## src/rau_pkg.sv

```systemverilog
`default_nettype none
// ----------------------------------------------------------------------------
// rau_pkg: shared definitions of the rational arithmetic unit
// Word constants, mode codes, datapath commands and status bundle.
// ----------------------------------------------------------------------------
package rau_pkg;

  localparam int WORD_BITS = 64;

  localparam logic [63:0]  WMASK = {64{1'b1}} >> (64 - WORD_BITS);
  localparam logic [127:0] DMASK = {128{1'b1}} >> (128 - 2 * WORD_BITS);

  localparam logic [2:0] MODE_SUM  = 3'd0;
  localparam logic [2:0] MODE_DIFF = 3'd1;
  localparam logic [2:0] MODE_PROD = 3'd2;
  localparam logic [2:0] MODE_QUOT = 3'd3;
  localparam logic [2:0] MODE_CMP  = 3'd4;
  localparam logic [2:0] MODE_EQ   = 3'd5;

  localparam logic signed [1:0] ORD_LT = -2'sd1;
  localparam logic signed [1:0] ORD_EQ = 2'sd0;
  localparam logic signed [1:0] ORD_GT = 2'sd1;

  typedef enum logic [4:0] {
    OP_NONE,
    OP_LOAD,
    OP_MUL,
    OP_MOV_PX,
    OP_MOV_PY,
    OP_ADD,
    OP_SUB,
    OP_FIT,
    OP_GCD,
    OP_DIV,
    OP_MOV_Q,
    OP_LD_A,
    OP_LD_B,
    OP_LD_BSW,
    OP_LD_DEN,
    OP_ST_A,
    OP_ST_B,
    OP_OUT_RAT,
    OP_OUT_A,
    OP_OUT_ZERO,
    OP_OUT_ORD,
    OP_OUT_EQ
  } dp_op_e;

  typedef enum logic [2:0] {
    MS_AN_BD,
    MS_BN_AD,
    MS_AD_BD,
    MS_AN_BN,
    MS_AN_YL,
    MS_BN_XL
  } mul_sel_e;

  typedef struct packed {
    dp_op_e            op;
    mul_sel_e          msel;
    logic              sgn;
    logic signed [1:0] ord;
    logic              eqb;
  } cmd_t;

  typedef struct packed {
    logic a_sign;
    logic b_sign;
    logic a_nan;
    logic a_inf;
    logic a_zero;
    logic b_nan;
    logic b_inf;
    logic b_zero;
    logic num_eq;
    logic den_eq;
    logic x_lt_y;
    logic x_zero;
    logic y_zero;
    logic y_gt_p;
    logic y_lt_p;
    logic g_zero;
    logic mul_busy;
    logic gcd_busy;
    logic div_busy;
  } status_t;

endpackage
`default_nettype wire

```

## src/rau_ctrl.sv

```systemverilog
`default_nettype none
// ----------------------------------------------------------------------------
// rau_ctrl: sequencer
// Steps the datapath through each operation; holds the output valid flag.
// ----------------------------------------------------------------------------
module rau_ctrl (
  input  logic             clk_i,
  input  logic             rst_ni,
  input  logic             in_valid_i,
  input  logic [2:0]       mode_i,
  output logic             in_ready_o,
  output logic             out_valid_o,
  input  logic             out_ready_i,
  input  rau_pkg::status_t status_i,
  output rau_pkg::cmd_t    cmd_o
);

  typedef enum logic [4:0] {
    S_IDLE, S_DISP, S_QST, S_RAST, S_RBLD, S_RBST, S_CE,
    S_C5, S_C5W, S_C6, S_C6W,
    S_M1, S_M1W, S_M2, S_M2W, S_M3, S_M4, S_M4W,
    S_FIN, S_FIN2,
    S_RGCD, S_RGW, S_RDIV, S_RDW,
    S_DONE
  } state_e;

  state_e            state_q, state_d, ret_q, ret_d;
  logic [2:0]        mode_q, mode_d;
  logic              effsub_q, effsub_d;
  logic              prod_q, prod_d;
  logic              sgn_q, sgn_d;
  logic              fixz_q, fixz_d;
  logic signed [1:0] ord_q, ord_d;
  logic              eqb_q, eqb_d;
  rau_pkg::dp_op_e   outk_q, outk_d;
  logic              out_valid_q, out_valid_d;

  always_comb begin
    logic              eff_sub;
    logic signed [1:0] c;
    state_d     = state_q;
    ret_d       = ret_q;
    mode_d      = mode_q;
    effsub_d    = effsub_q;
    prod_d      = prod_q;
    sgn_d       = sgn_q;
    fixz_d      = fixz_q;
    ord_d       = ord_q;
    eqb_d       = eqb_q;
    outk_d      = outk_q;
    out_valid_d = out_valid_q & ~out_ready_i;
    cmd_o.op    = rau_pkg::OP_NONE;
    cmd_o.msel  = rau_pkg::MS_AN_BD;
    cmd_o.sgn   = sgn_q;
    cmd_o.ord   = ord_q;
    cmd_o.eqb   = eqb_q;
    eff_sub     = 1'b0;
    c           = rau_pkg::ORD_EQ;

    case (state_q)
      S_IDLE: begin
        if (in_valid_i) begin
          cmd_o.op = rau_pkg::OP_LOAD;
          mode_d   = mode_i;
          state_d  = S_DISP;
        end
      end
      S_DISP: begin
        case (mode_q)
          rau_pkg::MODE_SUM, rau_pkg::MODE_DIFF: begin
            // opposite signs swap sum and difference
            eff_sub  = (mode_q == rau_pkg::MODE_DIFF) ^ (status_i.a_sign != status_i.b_sign);
            effsub_d = eff_sub;
            prod_d   = 1'b0;
            sgn_d    = status_i.a_sign;
            fixz_d   = eff_sub;
            if (status_i.a_nan || status_i.b_nan) begin
              outk_d  = rau_pkg::OP_OUT_ZERO;
              state_d = S_DONE;
            end else if (status_i.a_inf && status_i.b_inf) begin
              outk_d  = eff_sub ? rau_pkg::OP_OUT_ZERO : rau_pkg::OP_OUT_A;
              state_d = S_DONE;
            end else begin
              state_d = S_M1;
            end
          end
          rau_pkg::MODE_PROD: begin
            prod_d  = 1'b1;
            sgn_d   = status_i.a_sign ^ status_i.b_sign;
            fixz_d  = 1'b1;
            state_d = S_M1;
          end
          rau_pkg::MODE_QUOT: begin
            prod_d = 1'b1;
            fixz_d = 1'b1;
            if (status_i.b_nan) begin
              sgn_d   = status_i.a_sign;
              state_d = S_M1;
            end else begin
              cmd_o.op = rau_pkg::OP_LD_BSW;
              ret_d    = S_QST;
              state_d  = S_RGCD;
            end
          end
          rau_pkg::MODE_CMP, rau_pkg::MODE_EQ: begin
            cmd_o.op = rau_pkg::OP_LD_A;
            ret_d    = S_RAST;
            state_d  = S_RGCD;
          end
          default: begin
            outk_d  = rau_pkg::OP_OUT_ZERO;
            state_d = S_DONE;
          end
        endcase
      end
      S_QST: begin
        cmd_o.op = rau_pkg::OP_ST_B;
        sgn_d    = status_i.a_sign ^ status_i.b_sign;
        state_d  = S_M1;
      end
      S_RAST: begin
        cmd_o.op = rau_pkg::OP_ST_A;
        state_d  = S_RBLD;
      end
      S_RBLD: begin
        cmd_o.op = rau_pkg::OP_LD_B;
        ret_d    = S_RBST;
        state_d  = S_RGCD;
      end
      S_RBST: begin
        cmd_o.op = rau_pkg::OP_ST_B;
        state_d  = S_CE;
      end
      S_CE: begin
        if (mode_q == rau_pkg::MODE_EQ) begin
          eqb_d   = !(status_i.a_nan || status_i.b_nan) &&
                    (status_i.a_sign == status_i.b_sign) &&
                    status_i.num_eq && status_i.den_eq;
          outk_d  = rau_pkg::OP_OUT_EQ;
          state_d = S_DONE;
        end else if (status_i.a_zero && status_i.b_zero) begin
          ord_d   = rau_pkg::ORD_EQ;
          outk_d  = rau_pkg::OP_OUT_ORD;
          state_d = S_DONE;
        end else if (status_i.a_sign != status_i.b_sign) begin
          ord_d   = status_i.a_sign ? rau_pkg::ORD_LT : rau_pkg::ORD_GT;
          outk_d  = rau_pkg::OP_OUT_ORD;
          state_d = S_DONE;
        end else begin
          cmd_o.op = rau_pkg::OP_LD_DEN;
          ret_d    = S_C5;
          state_d  = S_RGCD;
        end
      end
      S_C5: begin
        // both denominators zero: the gcd was zero
        if (status_i.x_zero && status_i.y_zero) begin
          ord_d   = rau_pkg::ORD_EQ;
          outk_d  = rau_pkg::OP_OUT_ORD;
          state_d = S_DONE;
        end else begin
          cmd_o.op   = rau_pkg::OP_MUL;
          cmd_o.msel = rau_pkg::MS_AN_YL;
          state_d    = S_C5W;
        end
      end
      S_C5W: begin
        if (!status_i.mul_busy) begin
          cmd_o.op = rau_pkg::OP_MOV_PY;
          state_d  = S_C6;
        end
      end
      S_C6: begin
        cmd_o.op   = rau_pkg::OP_MUL;
        cmd_o.msel = rau_pkg::MS_BN_XL;
        state_d    = S_C6W;
      end
      S_C6W: begin
        if (!status_i.mul_busy) begin
          if (status_i.y_gt_p)      c = rau_pkg::ORD_GT;
          else if (status_i.y_lt_p) c = rau_pkg::ORD_LT;
          else                      c = rau_pkg::ORD_EQ;
          if (status_i.a_sign) begin
            if (c == rau_pkg::ORD_GT)      c = rau_pkg::ORD_LT;
            else if (c == rau_pkg::ORD_LT) c = rau_pkg::ORD_GT;
          end
          ord_d   = c;
          outk_d  = rau_pkg::OP_OUT_ORD;
          state_d = S_DONE;
        end
      end
      S_M1: begin
        cmd_o.op   = rau_pkg::OP_MUL;
        cmd_o.msel = prod_q ? rau_pkg::MS_AN_BN : rau_pkg::MS_AN_BD;
        state_d    = S_M1W;
      end
      S_M1W: begin
        if (!status_i.mul_busy) begin
          cmd_o.op = rau_pkg::OP_MOV_PX;
          state_d  = S_M2;
        end
      end
      S_M2: begin
        cmd_o.op   = rau_pkg::OP_MUL;
        cmd_o.msel = prod_q ? rau_pkg::MS_AD_BD : rau_pkg::MS_BN_AD;
        state_d    = S_M2W;
      end
      S_M2W: begin
        if (!status_i.mul_busy) begin
          cmd_o.op = rau_pkg::OP_MOV_PY;
          state_d  = prod_q ? S_FIN : S_M3;
        end
      end
      S_M3: begin
        cmd_o.op = effsub_q ? rau_pkg::OP_SUB : rau_pkg::OP_ADD;
        if (effsub_q && status_i.x_lt_y) sgn_d = ~sgn_q;
        state_d = S_M4;
      end
      S_M4: begin
        cmd_o.op   = rau_pkg::OP_MUL;
        cmd_o.msel = rau_pkg::MS_AD_BD;
        state_d    = S_M4W;
      end
      S_M4W: begin
        if (!status_i.mul_busy) begin
          cmd_o.op = rau_pkg::OP_MOV_PY;
          state_d  = S_FIN;
        end
      end
      S_FIN: begin
        ret_d   = S_FIN2;
        state_d = S_RGCD;
      end
      S_FIN2: begin
        cmd_o.op = rau_pkg::OP_FIT;
        outk_d   = rau_pkg::OP_OUT_RAT;
        ret_d    = S_DONE;
        state_d  = S_RGCD;
      end
      // reduce x/y by their gcd, then return
      S_RGCD: begin
        cmd_o.op = rau_pkg::OP_GCD;
        state_d  = S_RGW;
      end
      S_RGW: begin
        if (!status_i.gcd_busy) state_d = status_i.g_zero ? ret_q : S_RDIV;
      end
      S_RDIV: begin
        cmd_o.op = rau_pkg::OP_DIV;
        state_d  = S_RDW;
      end
      S_RDW: begin
        if (!status_i.div_busy) begin
          cmd_o.op = rau_pkg::OP_MOV_Q;
          state_d  = ret_q;
        end
      end
      S_DONE: begin
        if (!out_valid_q || out_ready_i) begin
          cmd_o.op    = outk_q;
          cmd_o.sgn   = sgn_q & ~(fixz_q & status_i.x_zero & ~status_i.y_zero);
          out_valid_d = 1'b1;
          state_d     = S_IDLE;
        end
      end
      default: state_d = S_IDLE;
    endcase
  end

  always_ff @(posedge clk_i or negedge rst_ni) begin
    if (!rst_ni) begin
      state_q     <= S_IDLE;
      ret_q       <= S_IDLE;
      mode_q      <= rau_pkg::MODE_SUM;
      effsub_q    <= 1'b0;
      prod_q      <= 1'b0;
      sgn_q       <= 1'b0;
      fixz_q      <= 1'b0;
      ord_q       <= rau_pkg::ORD_EQ;
      eqb_q       <= 1'b0;
      outk_q      <= rau_pkg::OP_OUT_ZERO;
      out_valid_q <= 1'b0;
    end else begin
      state_q     <= state_d;
      ret_q       <= ret_d;
      mode_q      <= mode_d;
      effsub_q    <= effsub_d;
      prod_q      <= prod_d;
      sgn_q       <= sgn_d;
      fixz_q      <= fixz_d;
      ord_q       <= ord_d;
      eqb_q       <= eqb_d;
      outk_q      <= outk_d;
      out_valid_q <= out_valid_d;
    end
  end

  assign in_ready_o  = (state_q == S_IDLE);
  assign out_valid_o = out_valid_q;

`ifndef SYNTH
  a_mul_free: assert property (@(posedge clk_i) disable iff (!rst_ni)
    (cmd_o.op == rau_pkg::OP_MUL) |-> !status_i.mul_busy)
    else $error("multiplier restarted while busy");

  a_gcd_free: assert property (@(posedge clk_i) disable iff (!rst_ni)
    (cmd_o.op == rau_pkg::OP_GCD || cmd_o.op == rau_pkg::OP_DIV) |->
      (!status_i.gcd_busy && !status_i.div_busy))
    else $error("gcd or divider started while busy");

  a_out_slot: assert property (@(posedge clk_i) disable iff (!rst_ni)
    (cmd_o.op == rau_pkg::OP_OUT_RAT || cmd_o.op == rau_pkg::OP_OUT_A ||
     cmd_o.op == rau_pkg::OP_OUT_ZERO || cmd_o.op == rau_pkg::OP_OUT_ORD ||
     cmd_o.op == rau_pkg::OP_OUT_EQ) |-> (!out_valid_q || out_ready_i))
    else $error("result written over a pending transaction");
`endif

endmodule
`default_nettype wire

```

## config.mk

```make
export PLATFORM = sky130hd
export DESIGN_NAME = rau_ctrl
export DESIGN_NICKNAME = d
export VERILOG_FILES = /design/src/rau_pkg.sv /design/src/rau_ctrl.sv
export SDC_FILE = /design/constraint.sdc
export NUM_CORES = 1
export LEC_CHECK = 0
export BUFFER_PORTS_ARGS = -buffer_cell sky130_fd_sc_hd__buf_2
export CAP_MARGIN = 10
export CORE_UTILIZATION = 62
export DETAILED_ROUTE_END_ITERATION = 8
export HOLD_SLACK_MARGIN = 0.06
export PLACE_DENSITY = 0.93
export SYNTH_ARGS = -nofsm -noshare
export SYNTH_HDL_FRONTEND = slang
export SYNTH_SLANG_ARGS = --single-unit
```

## constraint.sdc

```tcl
create_clock -name clk_i -period 3.1 [get_ports clk_i]
set_input_delay 0.155 -clock clk_i [delete_from_list [all_inputs] [get_ports clk_i]]
set_output_delay 0.155 -clock clk_i [all_outputs]
set_load 0.05 [all_outputs]
```

==> results of run 1 <==
-- metal layers --
| metal | vias to the layer above | wire length, um | track usage |
|---|---|---|---|
| met1 | 1155 | 2670 | 0.453 |
| met4 | 0 | 139 | 0.148 |
| met3 | 14 | 622 | 0.0500 |
| met5 | - | 0 | 0 |
| met2 | 162 | 3180 | 0.548 |
| li1 | 1164 | - | - |
-- timing repair --
item,in CTS,in global routing
hold endpoints to repair,22,0
hold buffers,1,0
resized for setup,0,0
-- registers in the layout, indices dropped and copies added, names as in the netlist --
name	cells
ret_q	5
state_q	5
mode_q	3
outk_q	3
ord_q	2
effsub_q	1
eqb_q	1
fixz_q	1
out_valid_o	1
prod_q	1
sgn_q	1
-- area by class of cell --
cell class,instances,area (sq um)
timing repair buffer,46,250
tap,48,60.1
inverter,13,48.8
clock buffer,4,55.1
fill,309,1030
sequential,24,603
multi-input combinational,236,1620
-- power by group --
part	leakage (nW)	switching, mW	internal (mW)
Sequential	0.294	0.308	0.469
Combinational	0.794	1.25	0.755
Clock	0.0288	0.110	0.114
-- cell usage in the layout, fill, tap and decap left out, drive strengths merged, types with 9 or more instances in the layout --
cell type  instances
dfrtp             22
mux2              10
nor2              28
nor2b             10
nor3               9
inv               13
nand3             13
nand2b            15
buf               45
o21ai             19
a21oi             17
nand2             16
-- worst max path at each step --
stage                    start        to  slack, ps  depth (start not counted)
global route        state_q[2]  cmd_o[9]        210                          7
detailed placement  state_q[0]  cmd_o[9]        720                          5
CTS                 state_q[0]  cmd_o[9]        390                          5
floorplan           state_q[1]  cmd_o[7]        580                          6
global placement    state_q[0]  cmd_o[9]        760                          5
finish              state_q[0]  cmd_o[9]        340                          5
-- per-stage QoR --
| step | power (mW) | instances | area [sq um] | hold slack [ps] |
|---|---|---|---|---|
| 6_report | 3.00 | 371 | 2640 | 110 |
| 5_1_grt | 3.19 | 371 | 2640 | 116 |
| 4_1_cts | 2.95 | 371 | 2640 | 112 |
| 3_5_place_dp | 2.73 | 366 | 2570 | 177 |
| 3_3_place_gp | 2.69 | 366 | 2570 | 174 |
| 2_1_floorplan | 2.31 | 291 | 2380 | -141 |
-- cells by family after synthesis --
logic type | synth area share
AO/OA/AOI/OAI | 0.268
XOR/XNOR | 0.00735
buffers and inverters | 0.0682
multiplexers | 0.0514
flip-flops | 0.253
adder cells (fa/ha/maj) | 0.0210
AND/OR/NAND/NOR | 0.331
-- worst max-delay path: stages (launching register included) --
cell	delay, ps
dfrtp_1	740
or3b_4	590
nor4b_4	430
a21oi_1	140
nand4b_1	140
buf_2	280
==> flow_summary.toml, run 1 <==
[outcome]
status = "finished, final reports clean"

[logic_synthesis]
synth_common_cells = "nor2_1 (27), dfrtp_1 (22), o21ai_0 (18)"
syn-cell-area_sq_mm = 0.00238
synthArstFlopShare = 1.00
yosysMostFrequentCell = "nor2_1"
postSynthCellCount = 291
syn_area_per_cell_sq_um = 8.19
synth_fp_nets = 321
synth_area_leaders = "dfrtp_1 (23%), nor2_1 (4.3%), nand2b_1 (3.9%), o21ai_0 (3.8%), mux2_2 (3.8%)"
synth_top_area_share = 0.231
synth-seq-cells = 24
yosys.area.top_type = "dfrtp_1"
yosys_warnings = 0
synth-main-ff-cell = "dfrtp_1"
seq_area_frac_synth = 0.253
synth_edf_count = 0
synth.distinct_cells = 72

[min_path]
min-delay-start = "mode_i[2]"
min_path_type = "in -> reg"
hold-path-endpoint = "mode_q[2]"
hold-path-cell-count = 2

[routing]
wl_mm = 6.62
drc_errors = 0
avgRoutedWirePerCell_um = 17.8
drt_iter0_drc = 364
num_vias = 2495
drt-pass1-iter-count = 6
vias_per_cell = 6.73
ant_nets = 0

[die]
core_sq_mm = 0.00366
die_w_um = 64.0
die-area_sq_mm = 0.00410
die_h_um = 64.0
io_pins = 40
rows = 22
start_util = 0.651

[timing]
drv_slew = 0
fin_crit_sh = 0.890
tns_ps = 0
hold_viol = 0
fin_ws_ps = 341
setup_viol_count_final = 0
period_minus_slack_ps = 2760
relSlewSlack = 0.360
rsz0062_at_grt = "false"
fin_skew_ps = 4.17
max_freq_ghz = 0.362
worst_pin_slew_ps = 959

[final_layout]
utilization = 0.720
nets = 354
insertedDiodeCount = 0
areaGrowthSynthToFinish_pct = 10.6
drive_gt1_frac = 0.232

[grt]
grt_pass1_vias = 2195
grt_pass1_wl_mm = 10.8
antenna_found_initial = 0
grt_remaining_overflow = 0
grt_start_max_net_pins = 32
track_usage = 0.341

[placement]
portBuffers = 39
routabilityCongestion = 0.986
place_ws_ps = 723
dp.final_hpwl_mm = 4.97

[setup_path]
crit_required_ps = 2940
worst-setup-path-type = "reg -> out"
cp-start-kind = "flip-flop"
cp-end-kind = "output pin"
crit_arrival_ps = 2600
r2r_end = "ret_q[2]"
worstPathMaxFanout = 31
reg2reg_depth = 4
r2r-start = "state_q[0]"
r2r_slack_ps = 710

[clock_tree]
root_buffer = "clkbuf_8"
clockBufferDepth = 2
clock_latency_ps = 280
cts_tree = "done"
numCtsBuffers = 3
path_clk_slew_ps = 90
cts-htree-levels = 1
cts.sinks = 24
post_cts.repair.setup_buffers = 0

[power]
peakVddDrop_uv = 770
cellPowerDensity_mw_per_mm2 = 1140
leakagePower_nw = 1.12

[job]
maxCapViolCount = 0
Note: power is estimated with default switching activity, not from simulation.
==> inputs of run 2 (changes only) <==
--- a/config.mk
+++ b/config.mk
@@ -7,10 +7,10 @@
 export LEC_CHECK = 0
 export BUFFER_PORTS_ARGS = -buffer_cell sky130_fd_sc_hd__buf_2
 export CAP_MARGIN = 10
-export CORE_UTILIZATION = 62
+export CORE_UTILIZATION = 57
 export DETAILED_ROUTE_END_ITERATION = 8
 export HOLD_SLACK_MARGIN = 0.06
-export PLACE_DENSITY = 0.93
+export PLACE_DENSITY = 0.87
 export SYNTH_ARGS = -nofsm -noshare
 export SYNTH_HDL_FRONTEND = slang
 export SYNTH_SLANG_ARGS = --single-unit
==> constraint.sdc (replaced) <==
create_clock -name clk_i -period 2.82 [get_ports clk_i]
set_input_delay 0.141 -clock clk_i [delete_from_list [all_inputs] [get_ports clk_i]]
set_output_delay 0.141 -clock clk_i [all_outputs]
set_load 0.05 [all_outputs]
==> flow_summary.toml, run 2 (synthesis gave the netlist of run 1 again) <==
[outcome]
status = "finished, final reports clean"

[routing]
num_vias = 2519
vias_per_cell = 6.72
route.met3.wl_um = 570
topRoutingLayerUsed = "met4"
drt-pass1-iter-count = 5
drt_iter0_drc = 317
routed-wl-met2_mm = 3.11
avgRoutedWirePerCell_um = 17.6
wl_met1_mm = 2.76
ant_nets = 0
wl_mm = 6.59
drc_errors = 0

[min_path]
min_path_type = "in -> reg"
hold-path-cell-count = 2

[die]
io_pins = 40
die_h_um = 66.7
rows = 23
die_w_um = 66.7
start_util = 0.596
die-area_sq_mm = 0.00444
core_sq_mm = 0.00400

[final_layout]
final_common_cell = "buf_2"
insertedDiodeCount = 0
layout_common_cells = "buf_2 (39), nor2_1 (27), dfrtp_1 (21)"
nFillCells = 340
nets = 356
largestRegisters = "ret_q: 5 flops, state_q: 5 flops"
drive_gt1_frac = 0.240
fin_cells = 375
areaGrowthSynthToFinish_pct = 12.0

[timing]
setup_viol_count_final = 0
relSlewSlack = 0.462
max_freq_ghz = 0.379
drv_slew = 0
whs_ps = 103
worst_pin_slew_ps = 806
fin_skew_ps = 9.41
period_minus_slack_ps = 2640
fin_crit_sh = 0.936
tns_ps = 0
hold_viol = 0
fin_ws_ps = 180
rsz0062_at_grt = "false"

[setup_path]
cp-start-kind = "flip-flop"
slowest_stage = "dfrtp_1"
crit_buf_inv = 1
cp-end-kind = "output pin"
reg2reg_depth = 5
worst-setup-path-type = "reg -> out"
crit_required_ps = 2680
cp.depth = 5
cp_cell_sequence = "or3b_4 > nor4b_4 > a21oi_1 > nand4b_1 > buf_2"
slowest_delay_ps = 670
crit_arrival_ps = 2500
cpLargestDelayFamily = "simple AND/OR/NAND/NOR gates"
worstPathMaxFanout = 23

[power]
cellPowerDensity_mw_per_mm2 = 1270
clkPwrFrac = 0.089
leakagePower_nw = 1.13
peakVddDrop_uv = 657
netSwitchingFraction = 0.540
p_sw_mw = 1.83
p_int_mw = 1.56
p_comb_frac = 0.656
total_power_mw = 3.38
pwr-share-seq = 0.255

[clock_tree]
post_cts.repair.setup_buffers = 0
cts-htree-levels = 1
cts.sinks = 24
root_buffer = "clkbuf_8"
path_clk_slew_ps = 90
numCtsBuffers = 3
clockBufferDepth = 2
cts_tree = "done"
clock_latency_ps = 270

[placement]
routabilityCongestion = 1.02
dp.final_hpwl_mm = 4.91
place_ws_ps = 522
post-place-cells = 370
portBuffers = 39

[grt]
grt_start_max_net_pins = 25
track_usage = 0.304
grt_pass1_vias = 2139
grt_remaining_overflow = 0
grt_pass1_wl_mm = 10.2
antenna_found_initial = 0

[job]
maxCapViolCount = 0
-- run 2: cell type report --
| class | count | area (sq um) | area share |
|---|---|---|---|
| clock buffers | 3 | 41.3 | 0.0155 |
| clock inverters | 1 | 30.0 | 0.0112 |
| inverters | 13 | 48.8 | 0.0183 |
| multi-input cells | 236 | 1620 | 0.606 |
| flip-flops and latches | 24 | 604 | 0.226 |
| well taps | 50 | 62.6 | 0.0234 |
| repair buffers | 48 | 265 | 0.0993 |
-- run 2: stage by stage --
| step | utilization | cell area (sq um) |
|---|---|---|
| global route | 0.668 | 2670 |
| CTS | 0.667 | 2670 |
| finish | 0.668 | 2670 |
| detailed placement | 0.647 | 2590 |
| global placement | 0.647 | 2590 |
| floorplan | - | 2380 |
-- run 2: path summary, 6_finish.rpt --
kind | slack [ps] | start | end
worst max register to register | 450 | state_q[3] | outk_q[0]
worst min-delay path | 100 | mode_i[2] | mode_q[2]
max in group asynchronous | 2060 | rst_ni | state_q[2]
worst min register to register | 500 | outk_q[1] | outk_q[1]
worst max-delay path | 180 | state_q[4] | cmd_o[9]
min in group asynchronous | 380 | rst_ni | ord_q[0]
-- run 2: timing repair --
action | in CTS | in global routing
setup endpoints to repair | 0 | 1
hold buffers | 1 | 0
endpoints found under the hold margin | 22 | 0
gates resized for setup | 0 | 1
-- run 2: metal layers --
metal	global-route usage	vias up
met5	0	-
met4	0.0878	0
met3	0.0548	19
met2	0.473	142
met1	0.425	1193
li1	-	1165
-- run 2: power groups by stage --
stage	combinational, mW	sequential (mW)	clock (mW)
6_report	2.22	0.860	0.301
5_1_grt	2.37	0.889	0.326
4_1_cts	2.17	0.841	0.311
3_5_place_dp	2.16	0.850	0
3_3_place_gp	2.15	0.837	0
2_1_floorplan	1.82	0.715	0
==> inputs of run 3 (changes only) <==
--- a/config.mk
+++ b/config.mk
@@ -7,10 +7,12 @@
 export LEC_CHECK = 0
 export BUFFER_PORTS_ARGS = -buffer_cell sky130_fd_sc_hd__buf_2
 export CAP_MARGIN = 10
-export CORE_UTILIZATION = 57
+export CORE_UTILIZATION = 59
+export CTS_BUF_LIST = sky130_fd_sc_hd__clkbuf_8
 export DETAILED_ROUTE_END_ITERATION = 8
 export HOLD_SLACK_MARGIN = 0.06
-export PLACE_DENSITY = 0.87
+export PLACE_DENSITY = 0.89
+export RECOVER_POWER = 50
 export SYNTH_ARGS = -nofsm -noshare
 export SYNTH_HDL_FRONTEND = slang
 export SYNTH_SLANG_ARGS = --single-unit
==> flow_summary.toml, run 3 (synthesis gave the netlist of run 1 again) <==
[outcome]
status = "finished, final reports clean"

[timing]
drv_slew = 0
hold_viol = 0
setup_viol_count_final = 0
relSlewSlack = 0.0681
max_freq_ghz = 0.374
rsz0062_at_grt = "false"
tns_ps = 0
worst_pin_slew_ps = 1400
fin_crit_sh = 0.948
period_minus_slack_ps = 2670
fin_skew_ps = 13.5
fin_ws_ps = 148

[final_layout]
nets = 356
layout_common_cells = "buf_2 (34), nor2_1 (26), dfrtp_1 (22)"
final_common_cell = "buf_2"
areaGrowthSynthToFinish_pct = 12.0
largestRegisters = "ret_q: 5 flops, state_q: 5 flops"
stdcell_area_sq_mm = 0.00267
fin_cells = 373
insertedDiodeCount = 0
drive_gt1_frac = 0.222

[die]
rows = 22
core_sq_mm = 0.00377
die-area_sq_mm = 0.00430
die_w_um = 65.6
io_pins = 40
start_util = 0.632
die_h_um = 65.6

[clock_tree]
root_buffer = "clkbuf_8"
cts_tree = "done"
clockBufferDepth = 2
cts-htree-levels = 1
clock_latency_ps = 280
numCtsBuffers = 3
cts.sinks = 24
post_cts.repair.setup_buffers = 0
path_clk_slew_ps = 80

[grt]
track_usage = 0.332
grt_remaining_overflow = 0
grt_start_max_net_pins = 36
grt_pass1_wl_mm = 11.0
antenna_found_initial = 0
grt_pass1_vias = 2300

[power]
cellPowerDensity_mw_per_mm2 = 1270
leakagePower_nw = 1.12
peakVddDrop_uv = 855
total_power_mw = 3.39

[placement]
dpl_cell_area_sq_mm = 0.00260
dp.final_hpwl_mm = 4.96
post-place-cells = 368
routabilityCongestion = 0.991
place_ws_ps = 504
portBuffers = 39

[routing]
num_vias = 2495
drt-pass1-iter-count = 6
wl_mm = 6.62
drc_errors = 0
drt_iter0_drc = 462
vias_per_cell = 6.69
avgRoutedWirePerCell_um = 17.8
ant_nets = 0

[min_path]
min_path_type = "in -> reg"
hold-path-cell-count = 2

[setup_path]
slowest_delay_ps = 890
cp-end-kind = "output pin"
cp-start-kind = "flip-flop"
crit_required_ps = 2680
cp_cell_sequence = "nor2b_1 > nand4_1 > o221ai_1 > a21oi_1 > o21ai_0 > buf_2"
slowest_stage = "dfrtp_1"
crit_buf_inv = 1
r2r_slack_ps = 480
cpLargestDelayFamily = "flip-flops"
reg2reg_depth = 5
cp.depth = 6
worstPathMaxFanout = 24
crit_arrival_ps = 2530
worst-setup-path-type = "reg -> out"

[job]
maxCapViolCount = 0
## run 3: cell count changes in the layout (fill, tap and decap cells not counted), sizes merged
cell / before / now
buf: 47 / 42
clkbuf: 3 / 8
## run 3: report_power, final
group | total (mW) | internal, mW | switching [mW] | leakage (nW)
clock network | 0.308 | 0.190 | 0.118 | 0.0357
registers | 0.794 | 0.517 | 0.277 | 0.294
logic | 2.29 | 0.852 | 1.44 | 0.790
total | 3.39 | 1.56 | 1.84 | 1.12
## run 3: layout make-up
type / instances / area, sq um
timing repair buffer: 48 / 272
inverter: 13 / 48.8
multi-input combinational: 236 / 1620
fill: 293 / 1100
tap: 48 / 60.1
clock buffer: 3 / 41.3
clock inverter: 1 / 30.0
sequential: 24 / 603
## run 3: repair_timing
item	in CTS	in global routing
hold buffers	1	0
gates resized for setup	0	1
endpoints found under the setup margin	0	1
endpoints found under the hold margin	22	0
## run 3: through the flow
stage	utilization	hold WS, ps
2_1_floorplan	-	-155
3_3_place_gp	0.689	158
3_5_place_dp	0.689	158
4_1_cts	0.710	98.4
5_1_grt	0.708	96.0
6_report	0.708	104
## run 3: worst paths after layout
kind,endpoint,start
min reg2reg,outk_q[1],outk_q[1]
min,mode_q[0],mode_i[0]
max in group asynchronous,effsub_q,rst_ni
max,cmd_o[7],state_q[3]
max reg2reg,state_q[3],state_q[3]
min in group asynchronous,out_valid_o,rst_ni
## run 3: metal layers
layer / GRT usage / share of wire
met5: 0 / 0
met2: 0.519 / 0.46
met3: 0.0642 / 0.090
met4: 0.120 / 0.029
met1: 0.450 / 0.42
## run 3: worst reg2reg max path, delay by kind of cell (launching register included)
family,cells,cell delay (ps)
flip-flops,1,890
AO/OA/AOI/OAI,4,1020
AND/OR/NAND/NOR,1,330
